==> src/hdl/arprt_pkg.sv <==
// ----------------------------------------------------------------------------
// arprt_pkg
// Shared types and constants for the ARP request/reply tracker.
// ----------------------------------------------------------------------------
`default_nettype none

package arprt_pkg;

    localparam int KIND_W  = 2;
    localparam int ADDR_W  = 32;
    localparam int TIME_W  = 48;
    localparam int CNT_W   = 32;
    localparam int CFG_W   = 32;
    localparam int ENTRY_W = 5;

    localparam logic [CFG_W-1:0] TIMEOUT_RST = 32'd1000000;

    // word kinds
    localparam logic [KIND_W-1:0] KIND_REQ = 2'd0;
    localparam logic [KIND_W-1:0] KIND_REP = 2'd1;
    localparam logic [KIND_W-1:0] KIND_SWP = 2'd2;

    // token walking the cell row
    typedef struct packed {
        logic              valid;
        logic [KIND_W-1:0] kind;
        logic [ADDR_W-1:0] dest_ip;
        logic [TIME_W-1:0] time_us;
        logic              found;      // pending entry for target already hit
        logic              claimed;    // a free cell took the request tentatively
        logic [TIME_W-1:0] latency_us;
    } tok_t;

    // end-of-walk decision broadcast to all cells
    typedef struct packed {
        logic valid;
        logic keep;                    // 1: tentative entry becomes occupied
    } commit_t;

endpackage

`default_nettype wire

==> src/hdl/arprt_cell.sv <==
// ----------------------------------------------------------------------------
// arprt_cell
// One table entry; updates itself from the passing token and forwards it.
// ----------------------------------------------------------------------------
`default_nettype none

module arprt_cell
    import arprt_pkg::*;
#(
    parameter int CW = 5
) (
    input  logic             aclk,
    input  logic             aresetn,
    input  tok_t             tok_i,
    input  logic [CW-1:0]    used_i,
    input  logic [CW-1:0]    tmo_i,
    input  commit_t          commit_i,
    input  logic [CFG_W-1:0] timeout_us_i,
    output tok_t             tok_o,
    output logic [CW-1:0]    used_o,
    output logic [CW-1:0]    tmo_o
);

    logic              occ_reg, occ_next;
    logic              pend_reg, pend_next;
    logic              ans_reg, ans_next;
    logic [ADDR_W-1:0] addr_reg, addr_next;
    logic [TIME_W-1:0] stamp_reg, stamp_next;
    tok_t              tok_reg, tok_next;
    logic [CW-1:0]     used_reg, used_next;
    logic [CW-1:0]     tmo_reg, tmo_next;

    logic [TIME_W:0]   diff;
    logic              later;
    logic              expired;
    logic              hit;
    logic              tmo_inc;

    always_comb begin
        diff    = {1'b0, tok_i.time_us} - {1'b0, stamp_reg};
        later   = !diff[TIME_W] && (diff[TIME_W-1:0] != '0);
        expired = later &&
                  (diff[TIME_W-1:0] > {{(TIME_W-CFG_W){1'b0}}, timeout_us_i});
        hit     = tok_i.valid && occ_reg && !ans_reg && !tok_i.found &&
                  (addr_reg == tok_i.dest_ip);

        occ_next   = occ_reg;
        pend_next  = pend_reg;
        ans_next   = ans_reg;
        addr_next  = addr_reg;
        stamp_next = stamp_reg;
        tok_next   = tok_i;
        tmo_inc    = 1'b0;

        if (commit_i.valid && pend_reg) begin
            occ_next  = commit_i.keep;
            pend_next = 1'b0;
        end

        if (tok_i.valid) begin
            unique case (tok_i.kind)
                KIND_REQ: begin
                    if (hit) begin
                        stamp_next     = tok_i.time_us;
                        tok_next.found = 1'b1;
                    end else if (!occ_reg && !pend_reg && !tok_i.claimed &&
                                 !tok_i.found) begin
                        // held tentatively until the walk shows no match further on
                        pend_next        = 1'b1;
                        ans_next         = 1'b0;
                        addr_next        = tok_i.dest_ip;
                        stamp_next       = tok_i.time_us;
                        tok_next.claimed = 1'b1;
                    end
                end
                KIND_REP: begin
                    if (hit) begin
                        ans_next            = 1'b1;
                        tok_next.found      = 1'b1;
                        tok_next.latency_us = later ? diff[TIME_W-1:0] : '0;
                    end
                end
                KIND_SWP: begin
                    if (occ_reg) begin
                        if (ans_reg) begin
                            occ_next = 1'b0;
                        end else if (expired) begin
                            occ_next = 1'b0;
                            tmo_inc  = 1'b1;
                        end
                    end
                end
                default: begin
                end
            endcase
        end

        used_next = used_i + CW'(occ_next | pend_next);
        tmo_next  = tmo_i + CW'(tmo_inc);
    end

    always_ff @(posedge aclk) begin
        if (!aresetn) begin
            occ_reg  <= 1'b0;
            pend_reg <= 1'b0;
            tok_reg  <= '0;
        end else begin
            occ_reg  <= occ_next;
            pend_reg <= pend_next;
            tok_reg  <= tok_next;
        end
    end

    always_ff @(posedge aclk) begin
        ans_reg   <= ans_next;
        addr_reg  <= addr_next;
        stamp_reg <= stamp_next;
        used_reg  <= used_next;
        tmo_reg   <= tmo_next;
    end

    assign tok_o  = tok_reg;
    assign used_o = used_reg;
    assign tmo_o  = tmo_reg;

endmodule

`default_nettype wire

==> config.mk <==
export PLATFORM = sky130hd
export DESIGN_NAME = arprt_cell
export DESIGN_NICKNAME = d
export VERILOG_FILES = /design/src/hdl/arprt_pkg.sv /design/src/hdl/arprt_cell.sv
export SDC_FILE = /design/constraint.sdc
export NUM_CORES = 1
export LEC_CHECK = 0
export ABC_AREA = 1
export BUFFER_PORTS_ARGS = -buffer_cell sky130_fd_sc_hd__buf_2
export CORE_MARGIN = 2
export CORE_UTILIZATION = 45
export DETAILED_ROUTE_END_ITERATION = 16
export GPL_ROUTABILITY_DRIVEN = 1
export GPL_TIMING_DRIVEN = 0
export HOLD_SLACK_MARGIN = 0.03
export PLACE_DENSITY_LB_ADDON = 0.2
export SLEW_MARGIN = 20
export SYNTH_ARGS = -nofsm -noshare
export SYNTH_HDL_FRONTEND = slang
export SYNTH_SLANG_ARGS = --single-unit
export TNS_END_PERCENT = 5
==> constraint.sdc <==
create_clock -name aclk -period 10.3 [get_ports aclk]
set_input_delay 0 -clock aclk [delete_from_list [all_inputs] [get_ports aclk]]
set_output_delay 0 -clock aclk [all_outputs]
set_load 0.02 [all_outputs]
=== Yosys cells after proc, flatten, opt, wreduce, memory -nomap -nowiden ===
Cells that the tools add are included.

* Word-level logic and storage cells: 81
* Register bits after elaboration: 226
* Input bits: 179
* Output and inout bits: 143

* Eq/ne operators: 6
* Add/subtract/negate cells: 3
* Multiplexer cells: 31
* Bitwise logic cells: 2
* Reduce and logical (&&, ||, !) cells: 24
* Order comparisons: 1

{| class="wikitable"
|+ Operators with widths
! operator !! count
|-
| two-way mux 48 bit || 5
|-
| two-way mux 50 bit || 1
|-
| subtractor 48 x 48 -> 49 bit || 1
|-
| > comparator 48 x 32 -> 1 bit || 1
|-
| nonzero test 48 bit || 1
|-
| == test 32 bit || 1
|-
| two-way mux 1 bit || 24
|-
| adder 5 x 1 -> 5 bit || 2
|-
| logical AND 1 bit || 10
|-
| zero test 1 bit || 6
|-
| inequality test 2 bit (second input constant) || 3
|-
| AND reduction 5 bit || 1
|-
| AND reduction 4 bit || 1
|-
| nonzero test 2 bit || 2
|-
| AND reduction 3 bit || 1
|-
| == test 2 x 1 -> 1 bit (second input constant) || 1
|-
| == test 2 bit (second input constant) || 1
|-
| zero test 2 bit || 1
|-
| case mux 1 bit (2 select lines) || 1
|-
| OR reduction 2 bit || 1
|-
| inverter 1 bit || 1
|-
| bitwise OR 1 bit || 1
|}

=== Logic depth before layout (Yosys ltp) ===
Gate-level depths: netlist (run 1).

* Depth after elaboration: 11
* Gate-level depth with buffers: 33

=== Least setup slack after synthesis (run 1) ===
OpenSTA, ideal clock, no wires.

* Kind: register -> register
* From: register addr_reg[9]
* To: register stamp_reg[0] (enable)
* Buffers on the path: 0
* Data arrival time: 4,847 ps
* Cell stages (with the launch flop): 9
* Setup slack: 4,939 ps
* Cells stage by stage: edfxtp_1 xor2_1 or3b_2 nor4_1 nand4_1 nor2_1 nand2_1 a21o_1 nor3_1

* Longest elaborated chain between the ends: 4

{| class="wikitable"
|+ Ends and longest elaborated chain
! element !! RTL line !! text
|-
| start: declaration || arprt_cell.sv:27 || <nowiki>logic [ADDR_W-1:0] addr_reg, addr_next;</nowiki>
|-
| start signal: assignment || arprt_cell.sv:116 || <nowiki>addr_reg <= addr_next;</nowiki>
|-
| == test 32 bit || arprt_cell.sv:45 || <nowiki>(addr_reg == tok_i.dest_ip);</nowiki>
|-
| logical AND 1 bit || arprt_cell.sv:44 || <nowiki>hit = tok_i.valid && occ_reg && !ans_reg && !tok_i.found &&</nowiki>
|-
| nonzero test 2 bit (no source line) || n/a ||
|-
| AND reduction 3 bit (no source line) || n/a ||
|-
| end signal: assignment || arprt_cell.sv:117 || <nowiki>stamp_reg <= stamp_next;</nowiki>
|-
| end: declaration || arprt_cell.sv:28 || <nowiki>logic [TIME_W-1:0] stamp_reg, stamp_next;</nowiki>
|}

Every way passes these cells.
A chain may end at the register's enable or synchronous reset.

=== Worst setup path in the final report (run 1) ===
* From: register stamp_reg[0]
* To: register tmo_reg[4] (netlist: tmo_o[4])

* Longest elaborated chain between the ends: 10
* Elaborated cells on any way between the ends: 12

{| class="wikitable"
|+ Ends and longest elaborated chain
! element !! RTL line !! text
|-
| subtractor 48 x 48 -> 49 bit (*) || arprt_cell.sv:40 || <nowiki>diff = {1'b0, tok_i.time_us} - {1'b0, stamp_reg};</nowiki>
|-
| branches (longest 2 deep; another with > comparator 48 x 32 -> 1 bit) || n/a ||
|-
| logical AND 1 bit (*) || arprt_cell.sv:42 || <nowiki>expired = later &&</nowiki>
|-
| two-way mux 1 bit (*) || arprt_cell.sv:87 || <nowiki>end else if (expired) begin</nowiki>
|-
| two-way mux 1 bit (*) || arprt_cell.sv:85 || <nowiki>if (ans_reg) begin</nowiki>
|-
| two-way mux 1 bit (*) || arprt_cell.sv:84 || <nowiki>if (occ_reg) begin</nowiki>
|-
| two-way mux 1 bit (*) || arprt_cell.sv:61 || <nowiki>unique case (tok_i.kind)</nowiki>
|-
| two-way mux 1 bit (*) || arprt_cell.sv:60 || <nowiki>if (tok_i.valid) begin</nowiki>
|-
| adder 5 x 1 -> 5 bit (*) || arprt_cell.sv:99 || <nowiki>tmo_next = tmo_i + CW'(tmo_inc);</nowiki>
|-
| via tmo_next[4] || arprt_cell.sv:31 || <nowiki>logic [CW-1:0] tmo_reg, tmo_next;</nowiki>
|-
| end signal: assignment || arprt_cell.sv:119 || <nowiki>tmo_reg <= tmo_next;</nowiki>
|-
| end: declaration || arprt_cell.sv:31 ||
|}

Mark *: on every way through the listed nets, which the timed path passes.

==> reports/qor.yml, run 1 <==
synth_top_family_by_area: "simple AND/OR/NAND/NOR gates"
portBuffers: 320
synthMuxAreaShare_pct: 0.0858
die_height_um: 175
place.gp.congestion: 0.946
yosysSeqAreaShare_pct: 40.7
synth-async-reset-ratio_pct: 0
worst_path_max_delay_cell: "dlygate4sd3_1"
grt_max_degree: 35
stdcell_area_um2: 17600
reg2reg_from: "stamp_reg[0]"
power-per-cell-area_nw_per_um2: 131
grt_pass1_wl_mm: 65.1
synth_edf_count: 81
ant_nets: 0
cpPeakStageDelay_ns: 0.56
first_pass_iters: 5
arrival_ns: 6.04
reg2reg_depth: 27
r2r_end: "tmo_o[4]"
yosys_register_bits: 226
ys_warn_count: 0
multi_input_area_um2: 6090
cts_resized: 0
synth_compound_area_share_pct: 5.46
dp_hpwl_mm: 32.8
dp.cells: 2589
final_cell_mix: "nand2_1 (662), inv_1 (412), buf_2 (324)"
grt_pass1_vias: 12900
grt_overflow_total: 0
cts_num_sinks: 226
core_area_um2: 28700
min_period_ns: 5.63
drv_slew: 0
die_w_um: 175
utilization_pct: 61.3
largest_register_ffs: 133
fin_skew_ns: 0.0101
cts_made_buffers: 24
start_kind: "register"
syn_area_um2: 13100
setup_viol: 0
synth_ff_type: "dfxtp_1"
finalPower_mw: 2.30
rsz0062_at_grt: "false"
clkTransAtPathRegs_ns: 0.06
critPathMaxFanout: 4
status: "finished, final reports clean"
syn2layout_area_growth_pct: 34.1
worst_pin_slew_ns: 1.01
via_per_inst: 4.71
hp-class: "in -> reg"
period_share_pct: 54.6
cts_max_path_buffers: 3
wl_per_cell_um: 14.9
ir_drop_mv: 0.103
vias: 13100
yosys.area_share.simple_pct: 29.4
relSlewSlack_pct: 32.7
synth_xor_area_share_pct: 3.25
path_class: "reg -> reg"
num_io_pins: 322
cap_violations: 0
nFillCells: 2631
cts_tree: "yes"
reg2reg_slack_ns: 4.67
drive_above_1_share_pct: 17.3
start_util_pct: 45.7
final_cells: 2788
fp-row-count: 62
dieArea_um2: 30500
hold_start: "tok_i[94]"
avgSynthCellArea_um2: 6.98
final_common_cell: "nand2_1"
insertion_delay_ns: 0.53
cts_root_buffer: "clkbuf_16"
hold_depth: 2
drtIter0Drc: 758
fin_setup_tns_ns: 0
regArea_um2: 5340
postPlaceCellArea_um2: 15200
ctsHtreeMaxLevel: 1
fin_nets: 2648
p_leak_nw: 9.89
cp-end-kind: "register"
whs_endpoint: "stamp_reg[44]"
max_freq_ghz: 0.178
syn_inst: 1880
required_ns: 10.71
synthAdderAreaFrac_pct: 8.16
grt.total_usage_pct: 26.8
wirelength_mm: 41.6
antenna_found_initial: 2
finalHoldViolations: 0
syn_nets: 2144
drc: 0
synth_cell_types: 38
per-layer routing:
metal / wire length (um) / vias up / part of all wire, % / GRT usage [%]
li1: - / 6740 / - / -
met2: 19200 / 444 / 46 / 46.2
met1: 18100 / 5849 / 43 / 33.9
met5: 13 / - / 0.031 / 0
met4: 1730 / 2 / 4.2 / 10.4
met3: 2620 / 107 / 6.3 / 4.05
cells in the mapped netlist, types with 2 or more instances:
cell      number  share of area [%]
or2_2          5               0.24
clkinv_1       2              0.057
ha_1          84                8.0
xnor2_1       20                1.3
o21a_1         5               0.29
nand2_1      662                 19
clkbuf_1      18               0.52
nor2_2         2              0.095
buf_6          3               0.26
a21oi_1       80                3.1
nand3_1       86                3.3
dfxtp_1      145                 22
nor2_1       128                3.7
nor3b_1        2               0.11
inv_2          5               0.14
a211oi_1       2               0.11
xor2_1        25                1.7
a21oi_2       10               0.67
nand2_2       17               0.81
o21bai_1       6               0.34
xor2_2         2               0.25
nand4_1       24                1.1
o21ai_0       15               0.57
nor3_1        10               0.38
edfxtp_1      81                 19
buf_2          4               0.15
nand3b_1       2               0.11
and2_1         5               0.24
o221ai_1       2               0.13
o31ai_1        3               0.17
inv_1        413                 12
nor4_1         6               0.29
worst max-delay path: cells and delay by family (launching register included):
family,cells,cell delay (ns)
xor+xnor,2,0.63
fa+ha+maj,5,1.39
buf+inv,4,0.86
flops,1,0.36
simple gates,16,2.27
metrics by stage:
| stage | setup slack (ns) | hold slack (ns) |
|---|---|---|
| finish | 4.67 | 0.216 |
| global route | 4.26 | 0.220 |
| CTS | 4.71 | 0.205 |
| detailed placement | 5.29 | 0.202 |
| global placement | 2.77 | 0.197 |
| floorplan | 4.94 | 0.0935 |
power breakdown:
group	switching, mW	leakage [nW]	total [mW]	internal, mW
Combinational	0.275	7.55	0.452	0.176
Sequential	0.00872	1.94	0.968	0.959
Clock	0.358	0.395	0.883	0.525
cells by family after synthesis:
logic type | count (synthesis)
adders and majority gates | 85
xor gates and xnor gates | 47
DFF | 226
buffers and inverters | 445
muxes | 1
AOI/OAI and AO/OA | 125
and+or+nand+nor | 951
cell type report:
class                           count  share of cell area (%)
Sequential cell                   226                    30.3
Antenna cell                        2                  0.0284
Clock buffer                       29                    3.69
Tap cell                          384                    2.73
Multi-Input combinational cell   1209                    34.6
Inverter                          420                    8.96
Timing Repair Buffer              478                    18.0
Buffer                             25                   0.690
Clock inverter                     15                   0.939
timing repair:
item	in CTS	in global routing
endpoints found under the hold margin	230	0
buffers inserted	0	0
hold buffers	153	0
how the worst max path moves through the flow:
stage                     depth (start not counted)    startpoint           end  slack (ns)
after detailed placement                         26  stamp_reg[0]      tmo_o[4]        5.29
after floorplan                                   8   addr_reg[9]  stamp_reg[0]        4.94
final                                            27  stamp_reg[0]      tmo_o[4]        4.67
after global routing                             30  stamp_reg[0]      tmo_o[4]        4.26
after global placement                            8   addr_reg[9]  stamp_reg[3]        2.77
after CTS                                        27  stamp_reg[0]      tmo_o[4]        4.71
Power figures use the tool's default switching activity.
==> inputs of run 2 (changes only) <==
ABC_AREA = 0   (was 1)
clock period = 5.7 ns   (was 10.3 ns; I/O delays follow)
==> run 2 against run 1 <==
  * Design area shrank 10%
  * Power grew 77%
  * Clock power up 71%
  * Critical path type unchanged
  * Largest cell class unchanged
==> reports/qor.yml, run 2 <==
status: "finished, final reports clean"
worst_path_max_delay_cell: "dlygate4sd3_1"
cpMostUsedCell: "a21o_1"
rsz0062_at_grt: "false"
arrival_ns: 5.77
finalPower_mw: 4.08
grt_pass1_vias: 10300
worst-path-buf-inv: 3
cts_tree: "yes"
relSlewSlack_pct: 32.8
fin_nets: 1954
avgSynthCellArea_um2: 9.56
cts_max_path_buffers: 3
hold_depth: 5
drc: 0
ant_nets: 0
first_pass_iters: 5
syn_area_um2: 11400
drv_slew: 0
setup_viol: 0
portBuffers: 321
worst_pin_slew_ns: 1.01
yosys-top-cells-area: "dfxtp_1 (26%), edfxtp_1 (21%), ha_1 (9.3%), and2_1 (4.9%), inv_1 (4.0%)"
vias: 10400
grt_pass1_wl_mm: 52.8
max_freq_ghz: 0.186
synth_edf_count: 81
finalHoldViolations: 0
syn2layout_area_growth_pct: 39.2
hold_start: "commit_i[0]"
path_delay_family: "compound AO/OA/AOI/OAI gates"
die_height_um: 163
cts_num_sinks: 226
reg2reg_slack_ns: 0.33
largest_register_ffs: 133
num_io_pins: 322
syn_nets: 1452
fp-row-count: 58
synth_common_cells: "dfxtp_1 (145), inv_1 (120), nand2_1 (115), and2_1 (89), ha_1 (84)"
start_kind: "register"
place.gp.congestion: 0.942
yosys_register_bits: 226
hp-class: "in -> reg"
whs_endpoint: "occ_reg"
cap_violations: 0
ctsHtreeMaxLevel: 1
wl_per_cell_um: 17.1
final_cell_mix: "buf_2 (331), dlygate4sd3_1 (149), dfxtp_1 (145)"
via_per_inst: 5.08
die_w_um: 163
period_share_pct: 94.1
wirelength_mm: 35.0
hold_ws_ns: 0.0458
cpPeakStageDelay_ns: 0.56
ys_warn_count: 0
dieArea_um2: 26500
synth-async-reset-ratio_pct: 0
core_area_um2: 25000
p_leak_nw: 7.30
fin_skew_ns: 0.0128
grt.total_usage_pct: 25.3
cts_made_buffers: 24
reg2reg_depth: 25
required_ns: 6.11
dp_hpwl_mm: 26.1
final_common_cell: "buf_2"
yosysSeqAreaShare_pct: 47.0
cts_root_buffer: "clkbuf_16"
fin_setup_tns_ns: 0
syn_inst: 1188
r2r_end: "used_o[0]"
min_period_ns: 5.37
synth_cell_types: 70
power-per-cell-area_nw_per_um2: 258
cp-end-kind: "register"
drive_above_1_share_pct: 23.8
drtIter0Drc: 597
yosys.area.top_type: "dfxtp_1"
antenna_found_initial: 6
reg2reg_from: "stamp_reg[0]"
path_class: "reg -> reg"
yosysMostFrequentCell: "dfxtp_1"
synth_ff_type: "dfxtp_1"
utilization_pct: 63.3
clkTransAtPathRegs_ns: 0.06
synth_top_area_share_pct: 25.6
insertion_delay_ns: 0.53
critPathMaxFanout: 4
ir_drop_mv: 0.240
grt_overflow_total: 0
grt_max_degree: 27
start_util_pct: 45.5
run 2: changes by cell type in the layout (fill, tap and decap cells not counted), sizes merged, moves of 13 or more:
cell | previous run | this run
nand2 | 679 | 115
xnor2 | 20 | 40
a21o | 1 | 21
nor2 | 130 | 49
and2 | 5 | 89
inv | 418 | 120
a21oi | 90 | 72
o21ai | 15 | 91
nand3 | 86 | 19
xor2 | 27 | 40
run 2: layout make-up:
cell class,count,area [um2]
repair buffers,476,3200
diodes,6,15.0
plain buffers,37,178
inverters,120,450
clock buffers,32,664
flip-flops and latches,226,5340
fillers,2088,9160
well taps,330,413
multi-input cells,805,5450
clock inverters,12,98.8
run 2: routing by layer:
layer / track usage (%) / share of wire [%] / up-vias
li1: - / - / 5123
met2: 44.3 / 48 / 394
met4: 11.3 / 4.2 / 0
met3: 3.90 / 6.0 / 83
met1: 30.8 / 41 / 4774
met5: 0 / 0 / -
run 2: logic make-up (layout without fill, tap and decap cells):
| kind of cell | count (synthesis) | after routing | synth area share (%) |
|---|---|---|---|
| mux | 2 | 2 | 0.176 |
| fa+ha+maj | 85 | 85 | 9.43 |
| flops | 226 | 226 | 47.0 |
| simple gates | 388 | 388 | 17.9 |
| xor+xnor | 80 | 80 | 6.24 |
| compound gates | 250 | 250 | 13.7 |
| buf+inv | 157 | 677 | 5.53 |
| other cells | 0 | 6 | 0 |
run 2: worst max path at each step:
stage / start / to / slack, ns / cells past startpoint
floorplan: addr_reg[17] / stamp_reg[0] / 0.99 / 7
global placement: addr_reg[17] / stamp_reg[14] / -0.78 / 7
detailed placement: stamp_reg[0] / tmo_o[4] / 0.16 / 24
CTS: stamp_reg[0] / used_o[0] / 0.06 / 24
global route: stamp_reg[0] / tmo_o[4] / 0.001 / 24
finish: stamp_reg[0] / used_o[0] / 0.33 / 25
run 2: what timing repair did:
item | CTS | global route
gates resized for setup | 0 | 6
hold buffers | 149 | 0
buffers inserted | 0 | 3
endpoints found under the setup margin | 0 | 7
endpoints found under the hold margin | 237 | 0
run 2: through the flow:
stage | instance area [um2] | std cells | setup WS, ns
detailed placement | 13500 | 1842 | 0.157
CTS | 15700 | 2035 | 0.0607
global route | 15800 | 2043 | 0.00115
global placement | 13400 | 1839 | -0.783
finish | 15800 | 2044 | 0.334
floorplan | 11400 | 1188 | 0.993
run 2: tightest hold or removal path: stages:
cell and delay (ns):
buf_2 0.08, mux2i_1 0.06, o22a_1 0.22, o31ai_2 0.06, and2_1 0.11
run 2: report_power, final:
group,total (mW),switching (mW),leakage (nW),internal (mW)
clock network,1.51,0.641,0.378,0.866
logic,0.820,0.473,4.99,0.347
registers,1.75,0.0157,1.94,1.74
total,4.08,1.13,7.30,2.95
==> inputs of run 3 (changes only) <==
CORE_UTILIZATION = 53   (was 45)
==> run 3 against run 2 <==
  * Worst setup slack worse by 0.11 ns
  * Flip-flop and latch count did not move
  * Fmax fell by 2.0%
  * First-iteration DRC count grew 3.7%
  * Register-to-register slack got worse by 0.11 ns
  * Sequential share of layout area grew 0.31 points
  * Cell count down 3.2%
  * Clock skew barely moved
  * Routed wire length up 6.1%
  * Design area down 0.91%
  * Non-clock buffer count is 4 lower
  * Critical path type unchanged
  * Highest routed layer is now met5
==> reports/qor.yml, run 3 (synthesized netlist as in run 2, its figures left out) <==
cts_root_buffer: "clkbuf_16"
power-per-cell-area_nw_per_um2: 258
ant_nets: 0
grt_pass1_vias: 11000
setup_viol: 0
cts_made_buffers: 23
largest_register_ffs: 133
pre_cts_ws_ns: 0.122
postPlaceCellArea_um2: 13400
relSlewSlack_pct: 38.7
final_common_cell: "buf_2"
drc: 0
arrival_ns: 5.87
grt_pass1_wl_mm: 56.3
cp-startpoint: "stamp_reg[0]"
reg2reg_from: "stamp_reg[0]"
cts_tree: "yes"
portBuffers: 321
ctsHtreeMaxLevel: 1
grt_max_degree: 26
setup_ws_ns: 0.225
grt_overflow_total: 0
fin_setup_tns_ns: 0
status: "finished, final reports clean"
first_pass_iters: 5
num_io_pins: 322
die_height_um: 150
path_class: "reg -> reg"
insertion_delay_ns: 0.52
critPathMaxFanout: 6
ir_drop_mv: 0.264
fp-row-count: 53
via_per_inst: 5.48
vias: 10800
cts_num_sinks: 226
wl_per_cell_um: 18.8
hp-class: "in -> reg"
start_kind: "register"
syn2layout_area_growth_pct: 37.9
finalHoldViolations: 0
drtIter0Drc: 619
min_period_ns: 5.47
fin_skew_ns: 0.0129
dp_hpwl_mm: 26.1
core_area_um2: 21000
place.gp.congestion: 0.944
drv_slew: 0
worst_pin_slew_ns: 0.920
start_util_pct: 54.0
antenna_found_initial: 2
grt.total_usage_pct: 32.0
period_share_pct: 96.0
cp-end-kind: "register"
clkTransAtPathRegs_ns: 0.06
fin_nets: 1949
hold_start: "commit_i[0]"
stdcell_area_um2: 15700
max_freq_ghz: 0.183
hold_ws_ns: 0.0887
rsz0062_at_grt: "true"
wirelength_mm: 37.2
p_leak_nw: 7.27
cap_violations: 0
die_w_um: 150
dieArea_um2: 22600
cts_max_path_buffers: 3
final_cell_mix: "buf_2 (331), dlygate4sd3_1 (147), dfxtp_1 (145)"
required_ns: 6.10
drive_above_1_share_pct: 23.7
[run 3: cell types whose count changed in the layout (fill, tap and decap cells not counted), moves of 2 or more]
| cell | before | now |
|---|---|---|
| clkbuf_8 | 3 | 6 |
| clkbuf_1 | 27 | 29 |
| buf_4 | 4 | 2 |
| clkinv_1 | 4 | 0 |
| diode_2 | 6 | 1 |
| dlygate4sd3_1 | 149 | 147 |
[run 3: final timing paths]
path | end | slack (ns) | cells after the start
setup / recovery | tmo_o[4] | 0.23 | 24
hold / removal | occ_reg | 0.09 | 5
setup reg to reg | tmo_o[4] | 0.23 | 24
hold reg to reg | pend_reg | 0.61 | 2
[run 3: layout make-up]
class                      instances  area, um2
antenna                            1       2.50
buffer                            37        178
clock buffer                      35        681
clock inverter                     7       47.5
fill                            1439       5360
inverter                         120        450
multi-input combinational        805       5450
sequential                       226       5340
tap                              275        344
timing repair buffer             472       3170
[run 3: metal layers]
| metal | part of all wire [%] | GRT usage, % |
|---|---|---|
| met1 | 38 | 37.8 |
| met2 | 48 | 55.3 |
| met3 | 7.7 | 5.39 |
| met4 | 6.1 | 17.6 |
| met5 | 0.035 | 0 |
[run 3: timing repair]
action	4_1_cts	5_1_grt
hold endpoints to repair	241	0
buffers inserted	0	1
endpoints found under the setup margin	0	7
gates resized for setup	0	8
hold buffers	147	0
[run 3: report_power, final]
group	switching [mW]	total (mW)	internal, mW	leakage, nW
combinational	0.487	0.832	0.345	4.97
sequential	0.0184	1.75	1.74	1.94
clock	0.629	1.46	0.827	0.363
total	1.13	4.04	2.91	7.27
[run 3: stage by stage]
step / cells / util, % / power (mW)
2_1_floorplan: 1188 / - / 2.23
3_3_place_gp: 1784 / 63.3 / 2.49
3_5_place_dp: 1787 / 63.8 / 2.50
4_1_cts: 1976 / 74.2 / 4.01
5_1_grt: 1978 / 74.5 / 4.19
6_report: 1978 / 74.5 / 4.04
[run 3: critical path, stage by stage (launching register included)]
cell and delay [ns]:
edfxtp_1 0.40, ha_1 0.23, fa_1 0.42, nand2b_1 0.23, a21oi_4 0.22, o2111ai_1 0.15
nand3_1 0.27, a21oi_1 0.16, o21ai_1 0.25, xnor2_2 0.24, inv_1 0.08, ha_1 0.30
nand4_1 0.08, nor2_1 0.14, nand3_1 0.13, o311a_1 0.31, o211ai_1 0.16, o41ai_1 0.09
nor2_1 0.24, o21ai_0 0.13, nor3b_1 0.34, ha_1 0.26, ha_1 0.22, nand3_1 0.13
xnor2_1 0.16
